$ cat src/rtl/core/kwo_pkg.sv
// Shared types and constants for the knee waveshaper overdrive unit.
// No dependencies; every other file of the block imports this package.
`timescale 1ns / 1ps

package kwo_pkg;

  // Sample format: signed Q1.14.
  localparam int SAMPLE_W = 16;
  localparam int FRAC_W   = 14;

  // Register field widths.
  localparam int KNEE_W  = 14;
  localparam int LEVEL_W = 15;
  localparam int GAIN_W  = 15;

  // Derived coefficient widths: slopes reach 2^28, the offset reaches -2^28.
  localparam int SLOPE_W  = 29;
  localparam int OFFSET_W = 30;

  // Divider widths: dividend is a 15-bit value shifted up by FRAC_W.
  localparam int DVD_W = LEVEL_W + FRAC_W;
  localparam int DSR_W = KNEE_W;

  // Curve magnitude after shaping, at most just over 1.0.
  localparam int MAG_W = 16;

  localparam logic [LEVEL_W-1:0] FX_ONE = LEVEL_W'(1 << FRAC_W);

  // Register indexes on the configuration port.
  localparam logic [1:0] REG_KNEE_POINT   = 2'd0;
  localparam logic [1:0] REG_KNEE_LEVEL   = 2'd1;
  localparam logic [1:0] REG_DRY_FRACTION = 2'd2;
  localparam logic [1:0] REG_OUTPUT_GAIN  = 2'd3;

  // Coefficients handed from the register block to the datapath.
  typedef struct packed {
    logic [KNEE_W-1:0]          knee;
    logic [SLOPE_W-1:0]         slope_lo;
    logic [SLOPE_W-1:0]         slope_hi;
    logic signed [OFFSET_W-1:0] offset;
    logic [LEVEL_W-1:0]         dry;
    logic [LEVEL_W-1:0]         wet;
    logic [GAIN_W-1:0]          gain;
  } kwo_coef_t;

  // Beat passed from the shaper to the mixer.
  typedef struct packed {
    logic signed [SAMPLE_W-1:0] x;
    logic signed [MAG_W:0]      shaped;
  } kwo_shp_t;

endpackage

$ cat src/rtl/core/kwo_div.sv
// Restoring divider, one quotient bit per cycle, for coefficient setup.
// Depends on kwo_pkg for operand widths.
`timescale 1ns / 1ps

module kwo_div
  import kwo_pkg::*;
(
  input  logic             clk,
  input  logic             rst,
  input  logic             start,
  input  logic [DVD_W-1:0] dividend,
  input  logic [DSR_W-1:0] divisor,
  output logic             done,
  output logic [DVD_W-1:0] quotient
);

  localparam int CNT_W = $clog2(DVD_W);
  localparam logic [CNT_W-1:0] LAST = CNT_W'(DVD_W - 1);

  logic             busy;
  logic [CNT_W-1:0] cnt;
  logic [DVD_W-1:0] dvd;
  logic [DSR_W-1:0] dsr;
  logic [DSR_W-1:0] rem;

  logic [DSR_W:0]   rem_sh;
  logic             ge;
  logic [DSR_W:0]   rem_sub;
  logic [DSR_W-1:0] rem_next;

  // One restoring step: shift in the next dividend bit and try a subtract.
  always_comb begin
    rem_sh   = {rem, dvd[DVD_W-1]};
    ge       = rem_sh >= {1'b0, dsr};
    rem_sub  = rem_sh - {1'b0, dsr};
    rem_next = ge ? rem_sub[DSR_W-1:0] : rem_sh[DSR_W-1:0];
  end

  // Control: busy until every quotient bit is in, done pulses once the quotient is whole.
  always_ff @(posedge clk) begin
    if (rst) begin
      busy <= 1'b0;
      done <= 1'b0;
      cnt  <= '0;
    end else begin
      done <= 1'b0;
      if (start) begin
        busy <= 1'b1;
        cnt  <= '0;
      end else if (busy) begin
        cnt <= cnt + CNT_W'(1);
        if (cnt == LAST) begin
          busy <= 1'b0;
          done <= 1'b1;
        end
      end
    end
  end

  // Datapath registers.
  always_ff @(posedge clk) begin
    if (start) begin
      dvd      <= dividend;
      dsr      <= divisor;
      rem      <= '0;
      quotient <= '0;
    end else if (busy) begin
      dvd      <= {dvd[DVD_W-2:0], 1'b0};
      rem      <= rem_next;
      quotient <= {quotient[DVD_W-2:0], ge};
    end
  end

endmodule

$ cat src/rtl/core/kwo_cfg.sv
// Register file with APB-style access and the coefficient setup sequencer.
// Depends on kwo_pkg and kwo_div.
`timescale 1ns / 1ps

module kwo_cfg
  import kwo_pkg::*;
(
  input  logic        clk,
  input  logic        rst,
  input  logic        psel,
  input  logic        penable,
  input  logic        pwrite,
  input  logic [3:0]  paddr,
  input  logic [31:0] pwdata,
  output logic [31:0] prdata,
  output logic        pready,
  output logic        busy,
  output kwo_coef_t   coef
);

  typedef enum logic [6:0] {
    S_IDLE    = 7'b0000001,
    S_LO_GO   = 7'b0000010,
    S_LO_WAIT = 7'b0000100,
    S_HI_GO   = 7'b0001000,
    S_HI_WAIT = 7'b0010000,
    S_MUL     = 7'b0100000,
    S_OFF     = 7'b1000000
  } seq_state_t;

  localparam int PROD_W = SLOPE_W + KNEE_W;

  seq_state_t state;
  seq_state_t state_next;

  logic [KNEE_W-1:0]  knee_point;
  logic [LEVEL_W-1:0] knee_level;
  logic [LEVEL_W-1:0] dry_fraction;
  logic [GAIN_W-1:0]  output_gain;

  logic [SLOPE_W-1:0]         slope_lo;
  logic [SLOPE_W-1:0]         slope_hi;
  logic signed [OFFSET_W-1:0] offset;
  logic [PROD_W-1:0]          knee_prod;

  logic [KNEE_W-1:0]  knee_eff;
  logic [LEVEL_W-1:0] level_eff;
  logic [LEVEL_W-1:0] dry_eff;
  logic [LEVEL_W-1:0] level_rest;
  logic [LEVEL_W-1:0] knee_rest;

  logic             wr_fire;
  logic [1:0]       wr_index;
  logic             div_start;
  logic [DVD_W-1:0] div_dividend;
  logic [DSR_W-1:0] div_divisor;
  logic             div_done;
  logic [DVD_W-1:0] div_quot;

  assign pready   = 1'b1;
  assign wr_fire  = psel && penable && pwrite && pready;
  assign wr_index = paddr[3:2];

  // Register writes, masked to each field's width.
  always_ff @(posedge clk) begin
    if (rst) begin
      knee_point   <= KNEE_W'(8192);
      knee_level   <= LEVEL_W'(8192);
      dry_fraction <= LEVEL_W'(8192);
      output_gain  <= GAIN_W'(16384);
    end else if (wr_fire) begin
      case (wr_index)
        REG_KNEE_POINT:   knee_point   <= pwdata[KNEE_W-1:0];
        REG_KNEE_LEVEL:   knee_level   <= pwdata[LEVEL_W-1:0];
        REG_DRY_FRACTION: dry_fraction <= pwdata[LEVEL_W-1:0];
        REG_OUTPUT_GAIN:  output_gain  <= pwdata[GAIN_W-1:0];
        default: ;
      endcase
    end
  end

  // Read-back of the stored register values.
  always_comb begin
    case (paddr[3:2])
      REG_KNEE_POINT:   prdata = {{(32-KNEE_W){1'b0}}, knee_point};
      REG_KNEE_LEVEL:   prdata = {{(32-LEVEL_W){1'b0}}, knee_level};
      REG_DRY_FRACTION: prdata = {{(32-LEVEL_W){1'b0}}, dry_fraction};
      REG_OUTPUT_GAIN:  prdata = {{(32-GAIN_W){1'b0}}, output_gain};
      default:          prdata = '0;
    endcase
  end

  // Effective values: knee kept at least one, level and dry capped at 1.0.
  always_comb begin
    knee_eff   = (knee_point == '0) ? KNEE_W'(1) : knee_point;
    level_eff  = (knee_level > FX_ONE) ? FX_ONE : knee_level;
    dry_eff    = (dry_fraction > FX_ONE) ? FX_ONE : dry_fraction;
    level_rest = FX_ONE - level_eff;
    knee_rest  = FX_ONE - {1'b0, knee_eff};
  end

  // Sequencer: lower slope, upper slope, then the upper line's offset.
  always_comb begin
    state_next = state;
    case (state)
      S_IDLE:    if (wr_fire) state_next = S_LO_GO;
      S_LO_GO:   state_next = S_LO_WAIT;
      S_LO_WAIT: if (div_done) state_next = S_HI_GO;
      S_HI_GO:   state_next = S_HI_WAIT;
      S_HI_WAIT: if (div_done) state_next = S_MUL;
      S_MUL:     state_next = S_OFF;
      S_OFF:     state_next = S_IDLE;
      default:   state_next = S_IDLE;
    endcase
    // A write during an update starts the sequence over with the new values.
    if (wr_fire) state_next = S_LO_GO;
  end

  always_ff @(posedge clk) begin
    if (rst) begin
      state <= S_IDLE;
    end else begin
      state <= state_next;
    end
  end

  // Divider operands for the two slopes.
  always_comb begin
    div_start = (state == S_LO_GO) || (state == S_HI_GO);
    if (state == S_HI_GO) begin
      div_dividend = {level_rest, {FRAC_W{1'b0}}};
      div_divisor  = knee_rest[DSR_W-1:0];
    end else begin
      div_dividend = {level_eff, {FRAC_W{1'b0}}};
      div_divisor  = knee_eff;
    end
  end

  kwo_div u_div (
    .clk      (clk),
    .rst      (rst),
    .start    (div_start),
    .dividend (div_dividend),
    .divisor  (div_divisor),
    .done     (div_done),
    .quotient (div_quot)
  );

  // Coefficient registers; reset values match the reset register set.
  always_ff @(posedge clk) begin
    if (rst) begin
      slope_lo <= SLOPE_W'(16384);
      slope_hi <= SLOPE_W'(16384);
      offset   <= '0;
    end else begin
      if (state == S_LO_WAIT && div_done) slope_lo <= div_quot[SLOPE_W-1:0];
      if (state == S_HI_WAIT && div_done) slope_hi <= div_quot[SLOPE_W-1:0];
      if (state == S_OFF) begin
        offset <= $signed({{(OFFSET_W-LEVEL_W){1'b0}}, level_eff})
                - $signed({1'b0, knee_prod[PROD_W-1:FRAC_W]});
      end
    end
  end

  // Product of the upper slope and the knee, registered before the subtract.
  always_ff @(posedge clk) begin
    if (state == S_MUL) knee_prod <= PROD_W'(slope_hi) * PROD_W'(knee_eff);
  end

  assign busy = (state != S_IDLE);

  always_comb begin
    coef.knee     = knee_eff;
    coef.slope_lo = slope_lo;
    coef.slope_hi = slope_hi;
    coef.offset   = offset;
    coef.dry      = dry_eff;
    coef.wet      = FX_ONE - dry_eff;
    coef.gain     = output_gain;
  end

endmodule

$ cat src/rtl/core/kwo_shaper.sv
// Three-stage transfer curve: magnitude and region, slope product, offset and sign.
// Depends on kwo_pkg for the coefficient and beat types.
`timescale 1ns / 1ps

module kwo_shaper
  import kwo_pkg::*;
(
  input  logic                       clk,
  input  logic                       rst,
  input  kwo_coef_t                  coef,
  input  logic                       in_valid,
  output logic                       in_ready,
  input  logic signed [SAMPLE_W-1:0] in_x,
  output logic                       out_valid,
  input  logic                       out_ready,
  output kwo_shp_t                   out_beat
);

  localparam int PROD_W = LEVEL_W + SLOPE_W;
  localparam int T_W    = PROD_W - FRAC_W;

  logic v1, v2, v3;
  logic ld1, ld2, ld3;

  // Stage 1 registers.
  logic signed [SAMPLE_W-1:0] x1;
  logic [LEVEL_W-1:0]         mag1;
  logic [SLOPE_W-1:0]         slope1;
  logic                       clamp1, above1;

  // Stage 2 registers.
  logic signed [SAMPLE_W-1:0] x2;
  logic [PROD_W-1:0]          prod2;
  logic                       clamp2, above2;

  // Stage 3 registers.
  logic signed [SAMPLE_W-1:0] x3;
  logic signed [MAG_W:0]      shaped3;

  logic signed [SAMPLE_W:0] x_ext;
  logic [SAMPLE_W:0]        mag_full;
  logic [T_W-1:0]           t2;
  logic signed [T_W:0]      line2;
  logic [MAG_W-1:0]         mag_sh;

  // A stage loads when it is empty or its content moves on.
  assign ld3      = !v3 || out_ready;
  assign ld2      = !v2 || ld3;
  assign ld1      = !v1 || ld2;
  assign in_ready = ld1;

  always_ff @(posedge clk) begin
    if (rst) begin
      v1 <= 1'b0;
      v2 <= 1'b0;
      v3 <= 1'b0;
    end else begin
      if (ld1) v1 <= in_valid;
      if (ld2) v2 <= v1;
      if (ld3) v3 <= v2;
    end
  end

  // Stage 1: magnitude, clamp above 1.0 and knee region.
  always_comb begin
    x_ext    = {in_x[SAMPLE_W-1], in_x};
    mag_full = in_x[SAMPLE_W-1] ? (~x_ext + (SAMPLE_W+1)'(1)) : x_ext;
  end

  always_ff @(posedge clk) begin
    if (ld1) begin
      x1     <= in_x;
      mag1   <= mag_full[LEVEL_W-1:0];
      clamp1 <= mag_full > {{(SAMPLE_W+1-LEVEL_W){1'b0}}, FX_ONE};
      above1 <= mag_full > {{(SAMPLE_W+1-KNEE_W){1'b0}}, coef.knee};
      slope1 <= (mag_full > {{(SAMPLE_W+1-KNEE_W){1'b0}}, coef.knee})
                ? coef.slope_hi : coef.slope_lo;
    end
  end

  // Stage 2: magnitude times the selected slope.
  always_ff @(posedge clk) begin
    if (ld2) begin
      x2     <= x1;
      prod2  <= PROD_W'(mag1) * PROD_W'(slope1);
      clamp2 <= clamp1;
      above2 <= above1;
    end
  end

  // Stage 3: drop the fraction, add the upper offset, restore the sign.
  always_comb begin
    t2    = prod2[PROD_W-1:FRAC_W];
    line2 = $signed({1'b0, t2}) + (T_W+1)'(coef.offset);
    if (clamp2) begin
      mag_sh = {1'b0, FX_ONE};
    end else if (above2) begin
      mag_sh = line2[MAG_W-1:0];
    end else begin
      mag_sh = t2[MAG_W-1:0];
    end
  end

  always_ff @(posedge clk) begin
    if (ld3) begin
      x3      <= x2;
      shaped3 <= x2[SAMPLE_W-1] ? -$signed({1'b0, mag_sh}) : $signed({1'b0, mag_sh});
    end
  end

  assign out_valid       = v3;
  assign out_beat.x      = x3;
  assign out_beat.shaped = shaped3;

endmodule

$ cat src/rtl/core/kwo_mix.sv
// Four-stage dry/wet mix, output gain and saturation into the output register.
// Depends on kwo_pkg for the coefficient and beat types.
`timescale 1ns / 1ps

module kwo_mix
  import kwo_pkg::*;
(
  input  logic                       clk,
  input  logic                       rst,
  input  kwo_coef_t                  coef,
  input  logic                       in_valid,
  output logic                       in_ready,
  input  kwo_shp_t                   in_beat,
  output logic                       out_valid,
  input  logic                       out_ready,
  output logic signed [SAMPLE_W-1:0] out_y
);

  localparam int DP_W  = LEVEL_W + 1 + SAMPLE_W;
  localparam int WP_W  = LEVEL_W + 1 + MAG_W + 1;
  localparam int MIX_W = SAMPLE_W + 2;
  localparam int YP_W  = GAIN_W + 1 + MIX_W;
  localparam int Y_W   = YP_W - FRAC_W;

  localparam logic signed [Y_W-1:0] Y_MAX = Y_W'((1 << (SAMPLE_W - 1)) - 1);
  localparam logic signed [Y_W-1:0] Y_MIN = -Y_MAX - Y_W'(1);

  logic v1, v2, v3, v4;
  logic ld1, ld2, ld3, ld4;

  logic signed [DP_W-1:0]     dry_prod1;
  logic signed [WP_W-1:0]     wet_prod1;
  logic signed [MIX_W-1:0]    mix2;
  logic signed [YP_W-1:0]     y_prod3;
  logic signed [SAMPLE_W-1:0] y4;

  logic signed [DP_W-FRAC_W-1:0] dry_term;
  logic signed [WP_W-FRAC_W-1:0] wet_term;
  logic signed [Y_W-1:0]         y_full;

  assign ld4      = !v4 || out_ready;
  assign ld3      = !v3 || ld4;
  assign ld2      = !v2 || ld3;
  assign ld1      = !v1 || ld2;
  assign in_ready = ld1;

  always_ff @(posedge clk) begin
    if (rst) begin
      v1 <= 1'b0;
      v2 <= 1'b0;
      v3 <= 1'b0;
      v4 <= 1'b0;
    end else begin
      if (ld1) v1 <= in_valid;
      if (ld2) v2 <= v1;
      if (ld3) v3 <= v2;
      if (ld4) v4 <= v3;
    end
  end

  // Stage 1: dry and wet products side by side.
  always_ff @(posedge clk) begin
    if (ld1) begin
      dry_prod1 <= DP_W'($signed({1'b0, coef.dry})) * DP_W'(in_beat.x);
      wet_prod1 <= WP_W'($signed({1'b0, coef.wet})) * WP_W'(in_beat.shaped);
    end
  end

  // Stage 2: floor both products to Q.14 and sum them.
  always_comb begin
    dry_term = (DP_W-FRAC_W)'(dry_prod1 >>> FRAC_W);
    wet_term = (WP_W-FRAC_W)'(wet_prod1 >>> FRAC_W);
  end

  always_ff @(posedge clk) begin
    if (ld2) mix2 <= MIX_W'(dry_term) + MIX_W'(wet_term);
  end

  // Stage 3: output gain.
  always_ff @(posedge clk) begin
    if (ld3) y_prod3 <= YP_W'($signed({1'b0, coef.gain})) * YP_W'(mix2);
  end

  // Stage 4: floor, then saturate to the sample range.
  assign y_full = Y_W'(y_prod3 >>> FRAC_W);

  always_ff @(posedge clk) begin
    if (ld4) begin
      if (y_full > Y_MAX) begin
        y4 <= Y_MAX[SAMPLE_W-1:0];
      end else if (y_full < Y_MIN) begin
        y4 <= Y_MIN[SAMPLE_W-1:0];
      end else begin
        y4 <= y_full[SAMPLE_W-1:0];
      end
    end
  end

  assign out_valid = v4;
  assign out_y     = y4;

endmodule

$ cat src/rtl/core/knee_waveshaper_overdrive_unit.sv
// Top level of the knee waveshaper overdrive: stream ports, register port, datapath.
// Depends on kwo_pkg, kwo_cfg, kwo_shaper and kwo_mix.
//
//   channel   direction   handshake                  payload
//   s_*       in          s_tvalid / s_tready        s_tdata[15:0] = sample_in
//   m_*       out         m_tvalid / m_tready        m_tdata[15:0] = sample_out
//   apb       in          psel, penable, pready      paddr[3:2] = register, pwdata
//
// One sample per cycle is accepted unless the output stalls or a coefficient update runs.
// After a register write the input is held off until the update for the last write ends,
// also when several come close together, while both slopes are recomputed by the
// one-bit-per-cycle divider and the offset is formed.
// Reset is synchronous and loads the register defaults with their coefficients ready.
// Each pipeline stage holds its beat under a stall, and empty stages keep filling.
`timescale 1ns / 1ps

module knee_waveshaper_overdrive_unit
  import kwo_pkg::*;
(
  input  logic        clk,
  input  logic        rst,
  input  logic        s_tvalid,
  output logic        s_tready,
  input  logic [15:0] s_tdata,   // [15:0] sample_in
  output logic        m_tvalid,
  input  logic        m_tready,
  output logic [15:0] m_tdata,   // [15:0] sample_out
  input  logic        psel,
  input  logic        penable,
  input  logic        pwrite,
  input  logic [3:0]  paddr,
  input  logic [31:0] pwdata,
  output logic [31:0] prdata,
  output logic        pready
);

  kwo_coef_t coef;
  kwo_shp_t  shp_beat;
  logic      cfg_busy;
  logic      shp_in_ready;
  logic      shp_valid;
  logic      mix_ready;

  logic signed [SAMPLE_W-1:0] y;

  kwo_cfg u_cfg (
    .clk     (clk),
    .rst     (rst),
    .psel    (psel),
    .penable (penable),
    .pwrite  (pwrite),
    .paddr   (paddr),
    .pwdata  (pwdata),
    .prdata  (prdata),
    .pready  (pready),
    .busy    (cfg_busy),
    .coef    (coef)
  );

  // Input is held off while the coefficients are being rebuilt.
  assign s_tready = shp_in_ready && !cfg_busy;

  kwo_shaper u_shaper (
    .clk       (clk),
    .rst       (rst),
    .coef      (coef),
    .in_valid  (s_tvalid && !cfg_busy),
    .in_ready  (shp_in_ready),
    .in_x      ($signed(s_tdata)),
    .out_valid (shp_valid),
    .out_ready (mix_ready),
    .out_beat  (shp_beat)
  );

  kwo_mix u_mix (
    .clk       (clk),
    .rst       (rst),
    .coef      (coef),
    .in_valid  (shp_valid),
    .in_ready  (mix_ready),
    .in_beat   (shp_beat),
    .out_valid (m_tvalid),
    .out_ready (m_tready),
    .out_y     (y)
  );

  assign m_tdata = y;

endmodule

$ cat config.mk
export PLATFORM = sky130hd
export DESIGN_NAME = knee_waveshaper_overdrive_unit
export DESIGN_NICKNAME = d
export VERILOG_FILES = /design/src/rtl/core/kwo_pkg.sv /design/src/rtl/core/kwo_div.sv /design/src/rtl/core/kwo_cfg.sv /design/src/rtl/core/kwo_shaper.sv /design/src/rtl/core/kwo_mix.sv /design/src/rtl/core/knee_waveshaper_overdrive_unit.sv
export SDC_FILE = /design/constraint.sdc
export NUM_CORES = 2
export LEC_CHECK = 0
export ABC_AREA = 1
export BUFFER_PORTS_ARGS = -buffer_cell sky130_fd_sc_hd__buf_2
export CORE_ASPECT_RATIO = 1.5
export CORE_MARGIN = 8
export CORE_UTILIZATION = 25
export DETAILED_ROUTE_END_ITERATION = 12
export PLACE_DENSITY = 0.38
export SLEW_MARGIN = 15
export SYNTH_ARGS = -nofsm -noshare
export SYNTH_HDL_FRONTEND = slang
export SYNTH_SLANG_ARGS = --single-unit
$ cat constraint.sdc
create_clock -name clk -period 9.1 [get_ports clk]
set_clock_uncertainty 0.15 [all_clocks]
set_input_delay 1.365 -clock clk [delete_from_list [all_inputs] [get_ports clk]]
set_output_delay 1.365 -clock clk [all_outputs]
set_load 0.03 [all_outputs]
Word-level counts from Yosys, hierarchy flattened --
Cells that the tools add are included.
Storage, ports and cells: flip-flop bits (word level) 545
Cells by class: bitwise operators 3, equality and inequality tests 17, add/sub/neg operators 10, mux-type cells 23, multiply operators 5, reduce and logical (&&, ||, !) cells 34, magnitude comparators 7
Operator list (number):
- case mux 32 bit (4 select lines) | 1
- 2-to-1 mux 29 bit | 4
- 2-to-1 mux 16 bit | 4
- 2-to-1 mux 14 bit | 3
- case mux 7 bit (6 select lines) | 1
- multiplier 16 x 18 -> 34 bit | 1
- multiplier 16 x 16 -> 32 bit | 1
- multiplier 16 x 17 -> 32 bit | 1
- greater-than comparator 15 bit (second input constant) | 2
- multiplier 15 x 29 -> 30 bit | 1
- multiplier 29 x 14 -> 30 bit | 1
- 2-to-1 mux 15 bit | 2
- subtractor 15 bit (first input constant) | 2
- greater-than comparator 20 x 16 -> 1 bit (second input constant) | 1
- < comparator 20 x 16 -> 1 bit (second input constant) | 1
- adder 18 bit | 1
- adder 17 x 2 -> 17 bit (second input constant) | 1
- greater-than comparator 17 x 14 -> 1 bit | 1
- greater-than comparator 17 x 15 -> 1 bit (second input constant) | 1
- 2-to-1 mux 17 bit | 1
- negation 16 -> 17 bit | 1
- inverter 16 -> 17 bit | 1
- adder 16 bit | 1
- subtractor 15 x 16 -> 16 bit | 1
- other kinds (32) | 64

Longest topological paths before layout --
depth after elaboration 9, depth in mapped cells 44, depth with buffers taken out 41

Hierarchy --
From an unflattened synthesis, not the netlist that was laid out.
Second synthesis, totals: cells, all modules 10188, area, all modules 78246.3 µm²
By module, submodules not included:
- kwo_mix | area each 34127.7 µm², seq. area each 2782.7 µm², cells an instance 4464, times used 1
- kwo_cfg | area each 22609.2 µm², seq. area each 3953.8 µm², cells an instance 3089, times used 1
- kwo_shaper | area each 17080.1 µm², seq. area each 3903.7 µm², cells an instance 2102, times used 1
- kwo_div | area each 4414.2 µm², seq. area each 2292.2 µm², cells an instance 529, times used 1
- knee_waveshaper_overdrive_unit | area each 15.0 µm², seq. area each 0.0 µm², cells an instance 4, times used 1

Least setup slack after synthesis --
OpenSTA, ideal clock, no wires.
kind input to output, start in m_tready, end out s_tready, stages 14, buffers on the path 0, setup slack 1.250 ns, data required time 7.585 ns, arrival time 6.335 ns, cell sequence nor2_1 > inv_1 > nor2_1 > inv_1 > nor2_1 > inv_1 > nor2_1 > inv_1 > nor2_1 > inv_1 > nor2_1 > nand2_1 > nand2_1 > inv_1
Between the ends: word-level cells in the longest chain between the ends 8
Ends and longest elaborated chain:
- from (decl) | line knee_waveshaper_overdrive_unit.sv:26 | input logic m_tready,
- logical OR 1 bit | line kwo_mix.sv:41 | assign ld4 = !v4 || out_ready;
- via u_mix.ld4 | line kwo_mix.sv:29 | logic ld1, ld2, ld3, ld4;
- logical OR 1 bit | line kwo_mix.sv:42 | assign ld3 = !v3 || ld4;
- via u_mix.ld3 | line kwo_mix.sv:29
- logical OR 1 bit | line kwo_mix.sv:43 | assign ld2 = !v2 || ld3;
- via u_mix.ld2 | line kwo_mix.sv:29
- logical OR 1 bit | line kwo_mix.sv:44 | assign ld1 = !v1 || ld2;
- via mix_ready | line knee_waveshaper_overdrive_unit.sv:42 | logic mix_ready;
- logical OR 1 bit | line kwo_shaper.sv:47 | assign ld3 = !v3 || out_ready;
- via u_shaper.ld3 | line kwo_shaper.sv:23 | logic ld1, ld2, ld3;
- logical OR 1 bit | line kwo_shaper.sv:48 | assign ld2 = !v2 || ld3;
- logical OR 1 bit | line kwo_shaper.sv:49 | assign ld1 = !v1 || ld2;
- via shp_in_ready | line knee_waveshaper_overdrive_unit.sv:40 | logic shp_in_ready;
- logical AND 1 bit | line knee_waveshaper_overdrive_unit.sv:61 | assign s_tready = shp_in_ready && !cfg_busy;
- to (decl) | line knee_waveshaper_overdrive_unit.sv:23 | output logic s_tready,
The timed path passes the listed nets, and every way through them passes these cells.

Final worst setup path --
start reg u_cfg.dry_fraction[5], end reg u_mix.wet_prod1[31] (data pin)
Between the ends: word-level cells in the longest chain between the ends 4
Ends and longest elaborated chain:
- from (decl) | line kwo_cfg.sv:38 | logic [LEVEL_W-1:0] dry_fraction;
- from (signal assigned) | line kwo_cfg.sv:75 | REG_DRY_FRACTION: dry_fraction <= pwdata[LEVEL_W-1:0];
- greater-than comparator 15 bit | line kwo_cfg.sv:97 | dry_eff = (dry_fraction > FX_ONE) ? FX_ONE : dry_fraction;
- 2-to-1 mux 15 bit * | line kwo_cfg.sv:97
- subtractor 15 bit * | line kwo_cfg.sv:178 | coef.wet = FX_ONE - dry_eff;
- multiplier 16 x 17 -> 32 bit * | line kwo_mix.sv:65 | wet_prod1 <= WP_W'($signed({1'b0, coef.wet})) * WP_W'(in_beat.shaped);
- to (signal assigned) | line kwo_mix.sv:65
- to (decl) | line kwo_mix.sv:32 | logic signed [WP_W-1:0] wet_prod1;
Every way passes the cells marked *; elsewhere a longest branch is shown, timed or not. A chain may end at the register's enable or synchronous reset.

==> impl_metrics.sql <==
INSERT INTO impl_metrics (metric_group, metric, value, unit) VALUES
('placement', 'placed_cells_incl_taps', '12155', ''),
('setup_path', 'worst_ep_required_time', '9.36', 'ns'),
('hold_path', 'whs_path_depth', '0', ''),
('clock_network', 'cts.hold.buffers_added', '0', ''),
('run_status', 'outcome', 'complete, no violations', ''),
('setup_path', 'path_max_fanout', '14', ''),
('power', 'powerDensity', '207', 'mW/mm²'),
('setup_path', 'worstSetupStartpointType', 'flop', ''),
('finish', 'final_cell_count_no_fill', '12266', ''),
('global_routing', 'grt_use_total', '16.2', '%'),
('setup_path', 'crit-reg2reg-launch', 'u_cfg.dry_fraction[5]', ''),
('yosys', 'synth.yosys.seq_area_share', '17.1', '%'),
('global_routing', 'grt_max_degree', '99', ''),
('yosys', 'synthesis.area_per_instance', '8.12', 'µm²'),
('route', 'route.antenna.remaining_nets', '0', ''),
('yosys', 'synth.largest_area_cell', 'sky130_fd_sc_hd__fa_1', ''),
('finish', 'areaGrowthSynthToFinish', '9.55', '%'),
('clock_network', 'tritoncts.num_buffers', '52', ''),
('clock_network', 'cts.clk_slew.worst_paths', '0.06', 'ns'),
('finish', 'finish.net_count', '10250', ''),
('route', 'drt_iter0_markers', '2768', ''),
('yosys', 'synth_warnings', '0', ''),
('sta', 'setup_total_negative_slack', '0', 'ns'),
('floorplan', 'std_cell_rows', '237', ''),
('finish', 'n_fill_cell', '30326', ''),
('route', 'dr.pass1.iters', '6', ''),
('setup_path', 'timing.rr.end', 'u_mix.wet_prod1[31]', ''),
('placement', 'detailed_place_hpwl', '199000', 'µm'),
('sta', 'period_share', '93.1', '%'),
('setup_path', 'crit_path_top_delay_cell', 'sky130_fd_sc_hd__fa_1', ''),
('global_routing', 'antenna_violations_before_repair', '33', ''),
('clock_network', 'cts_resized', '0', ''),
('sta', 'post-route-min-period', '8.47', 'ns'),
('sta', 'final_hold_viol_count', '0', ''),
('setup_path', 'reg2reg_setup_slack', '0.63', 'ns'),
('route', 'detail_route.wl_per_cell', '19.7', 'µm'),
('sta', 'final_hold_slack', '0.269', 'ns'),
('clock_network', 'clock_latency', '0.67', 'ns'),
('yosys', 'synth.area.top_cells', 'sky130_fd_sc_hd__fa_1, sky130_fd_sc_hd__edfxtp_1, sky130_fd_sc_hd__inv_1, sky130_fd_sc_hd__nand2_1, sky130_fd_sc_hd__ha_1', ''),
('placement', 'gp_routability_congestion', '0.882', ''),
('setup_path', 'worst_path_largest_cell_delay', '0.56', 'ns'),
('finish', 'multi_input_logic_area', '0.0485', 'mm²'),
('yosys', 'ys_types', '65', ''),
('floorplan', 'effective_utilization_at_floorplan', '25.1', '%'),
('clock_network', 'root_buffer_cell', 'sky130_fd_sc_hd__clkbuf_16', ''),
('route', 'drc', '0', ''),
('sta', 'clock.fmax', '0.118', 'GHz'),
('floorplan', 'io_pins', '110', ''),
('floorplan', 'core_area', '0.277', 'mm²'),
('setup_path', 'timing.critical_path.arrival', '8.73', 'ns'),
('yosys', 'ys_dominant_reg_cell', 'sky130_fd_sc_hd__edfxtp_1', ''),
('yosys', 'postSynthCellCount', '8547', ''),
('route', 'routed_via_density', '4.44', ''),
('power', 'total_leakage_power', '0.0383', 'µW'),
('hold_path', 'hold_crit_start', 'u_shaper.x1[3]', ''),
('yosys', 'synth_async_sr_flop_share', '0', '%'),
('sta', 'grt_setup_unrepaired', 'no', ''),
('floorplan', 'die_y_extent', '661', 'µm'),
('run', 'max-cap-violations', '0', ''),
('placement', 'io_buffers', '72', ''),
('floorplan', 'floorplan.die.width', '446', 'µm'),
('setup_path', 'type_of_the_worst_setup_path', 'flop to flop', ''),
('global_routing', 'grt_pass1_wl', '366000', 'µm'),
('clock_network', 'cts_tree', 'done', ''),
('sta', 'finalMaxSlewViolations', '0', ''),
('floorplan', 'design.die.area', '0.295', 'mm²'),
('setup_path', 'timing.critical_path.to_type', 'flop', ''),
('clock_network', 'clock_sink_count', '460', ''),
('yosys', 'post_synth_design_cell_area', '0.0694', 'mm²'),
('hold_path', 'sink_of_the_worst_hold_path', 'u_shaper.x2[3]', ''),
('sta', 'tightest_slew_margin_relative_to_the_limit', '21.4', '%');
## per-stage QoR
step	setup WS [ns]	area, µm²	utilization, %	total power (µW)
3_3_place_gp	0.532	74200	26.8	13800
5_1_grt	0.213	76000	27.4	17200
6_report	0.632	76000	27.4	15700
2_1_floorplan	1.25	69500	-	9940
3_5_place_dp	0.528	74200	26.8	13600
4_1_cts	0.548	76000	27.4	16000
## worst max-delay path, delay by kind of cell, from the launching register on
family / cells / cell delay [ns]
adders and majority gates: 8 / 3.68
and+or+nand+nor: 17 / 2.28
AOI/OAI and AO/OA: 5 / 1.01
buffers and inverters: 5 / 0.63
DFF: 1 / 0.50
## cell usage in the layout (no fill, tap or decap), drive strengths merged, types with 3 or more instances in the layout
| cell | n |
|---|---|
| o21a | 16 |
| clkbuf | 68 |
| a21boi | 4 |
| nand4 | 49 |
| edfxtp | 263 |
| fa | 1216 |
| clkinv | 34 |
| xor2 | 124 |
| nand2 | 1976 |
| and2 | 3 |
| a31oi | 21 |
| a21oi | 343 |
| o22ai | 28 |
| a211oi | 6 |
| nor4 | 20 |
| xnor2 | 66 |
| a21o | 26 |
| o21bai | 12 |
| o221a | 3 |
| o211ai | 29 |
| or2 | 15 |
| dfxtp | 197 |
| nor2 | 611 |
| o221ai | 8 |
| bufinv | 3 |
| diode | 15 |
| nand3 | 252 |
| o31ai | 12 |
| nor3 | 59 |
| a221oi | 4 |
| ha | 470 |
| nand3b | 10 |
| conb | 18 |
| o21ai | 270 |
| o311ai | 3 |
| inv | 2079 |
| buf | 212 |
## logic make-up (layout without fill, tap and decap cells)
logic type	Yosys count	count (layout)	synth area share, %
xor gates and xnor gates	190	190	2.40
other	2	33	0.0108
and+or+nand+nor	3000	3000	17.4
AOI/OAI and AO/OA	796	796	6.39
DFF	460	460	17.1
adders and majority gates	1686	1686	43.6
buffers and inverters	2413	2397	13.2
## final cells by class
cell class / count / area share [%]
well taps: 3704 / 6.10
repair buffers: 212 / 1.86
diodes: 15 / 0.0494
clock inverters: 28 / 0.407
clock buffers: 68 / 1.90
multi-input cells: 5690 / 63.8
inverters: 2089 / 10.3
flip-flops and latches: 460 / 15.6
## sequential cells by signal (all words and copies together), names as in the netlist, 17 cells and up
signal and flops:
u_shaper.slope1 29, u_mix.dry_prod1 18, u_shaper.shaped3 17, u_cfg.u_div.quotient 29, u_cfg.slope_hi 29, u_mix.wet_prod1 18, u_mix.y_prod3 20, u_mix.mix2 18
u_cfg.slope_lo 29
## cells in the mapped netlist, types with 3 or more instances
| cell | instances |
|---|---|
| sky130_fd_sc_hd__a211oi_1 | 6 |
| sky130_fd_sc_hd__a21boi_0 | 4 |
| sky130_fd_sc_hd__a21o_1 | 26 |
| sky130_fd_sc_hd__a21oi_1 | 342 |
| sky130_fd_sc_hd__a221oi_1 | 4 |
| sky130_fd_sc_hd__a31oi_1 | 21 |
| sky130_fd_sc_hd__and2_1 | 3 |
| sky130_fd_sc_hd__buf_1 | 36 |
| sky130_fd_sc_hd__buf_2 | 21 |
| sky130_fd_sc_hd__buf_4 | 22 |
| sky130_fd_sc_hd__clkbuf_1 | 244 |
| sky130_fd_sc_hd__clkinv_1 | 15 |
| sky130_fd_sc_hd__dfxtp_1 | 197 |
| sky130_fd_sc_hd__edfxtp_1 | 263 |
| sky130_fd_sc_hd__fa_1 | 1216 |
| sky130_fd_sc_hd__ha_1 | 470 |
| sky130_fd_sc_hd__inv_1 | 2062 |
| sky130_fd_sc_hd__inv_2 | 12 |
| sky130_fd_sc_hd__nand2_1 | 1965 |
| sky130_fd_sc_hd__nand2_2 | 10 |
| sky130_fd_sc_hd__nand3_1 | 251 |
| sky130_fd_sc_hd__nand3b_1 | 10 |
| sky130_fd_sc_hd__nand4_1 | 48 |
| sky130_fd_sc_hd__nor2_1 | 593 |
| sky130_fd_sc_hd__nor2_2 | 17 |
| sky130_fd_sc_hd__nor3_1 | 58 |
| sky130_fd_sc_hd__nor4_1 | 18 |
| sky130_fd_sc_hd__o211ai_1 | 29 |
| sky130_fd_sc_hd__o21a_1 | 16 |
| sky130_fd_sc_hd__o21ai_0 | 264 |
| sky130_fd_sc_hd__o21ai_1 | 5 |
| sky130_fd_sc_hd__o21bai_1 | 12 |
| sky130_fd_sc_hd__o221a_2 | 3 |
| sky130_fd_sc_hd__o221ai_1 | 8 |
| sky130_fd_sc_hd__o22ai_1 | 28 |
| sky130_fd_sc_hd__o311ai_0 | 3 |
| sky130_fd_sc_hd__o31ai_1 | 12 |
| sky130_fd_sc_hd__or2_2 | 13 |
| sky130_fd_sc_hd__xnor2_1 | 66 |
| sky130_fd_sc_hd__xor2_1 | 124 |
## metal layers
layer | part of all wire, % | GRT usage (%) | wire length, µm
met1 | 38 | 18.0 | 90600
met2 | 55 | 32.1 | 133000
met3 | 3.2 | 1.31 | 7750
met4 | 4.1 | 5.56 | 9850
met5 | 0.023 | 0 | 56
## worst max path at each step
stage / start / endpoint / slack, ns
final: u_cfg.dry_fraction[5] / u_mix.wet_prod1[31] / 0.63
after global routing: u_cfg.dry_fraction[5] / u_mix.wet_prod1[31] / 0.21
after CTS: u_cfg.dry_fraction[5] / u_mix.wet_prod1[31] / 0.55
after detailed placement: u_cfg.dry_fraction[5] / u_mix.wet_prod1[31] / 0.53
after global placement: u_cfg.dry_fraction[5] / u_mix.wet_prod1[31] / 0.53
after floorplan: m_tready / s_tready / 1.25
## power by group
group          leakage (µW)  total [µW]  switching (µW)  internal (µW)
Combinational        0.0330       10100            6570           3520
Sequential          0.00440        3410             550           2860
Clock              0.000865        2200             972           1230
Power figures use the tool's default switching activity.
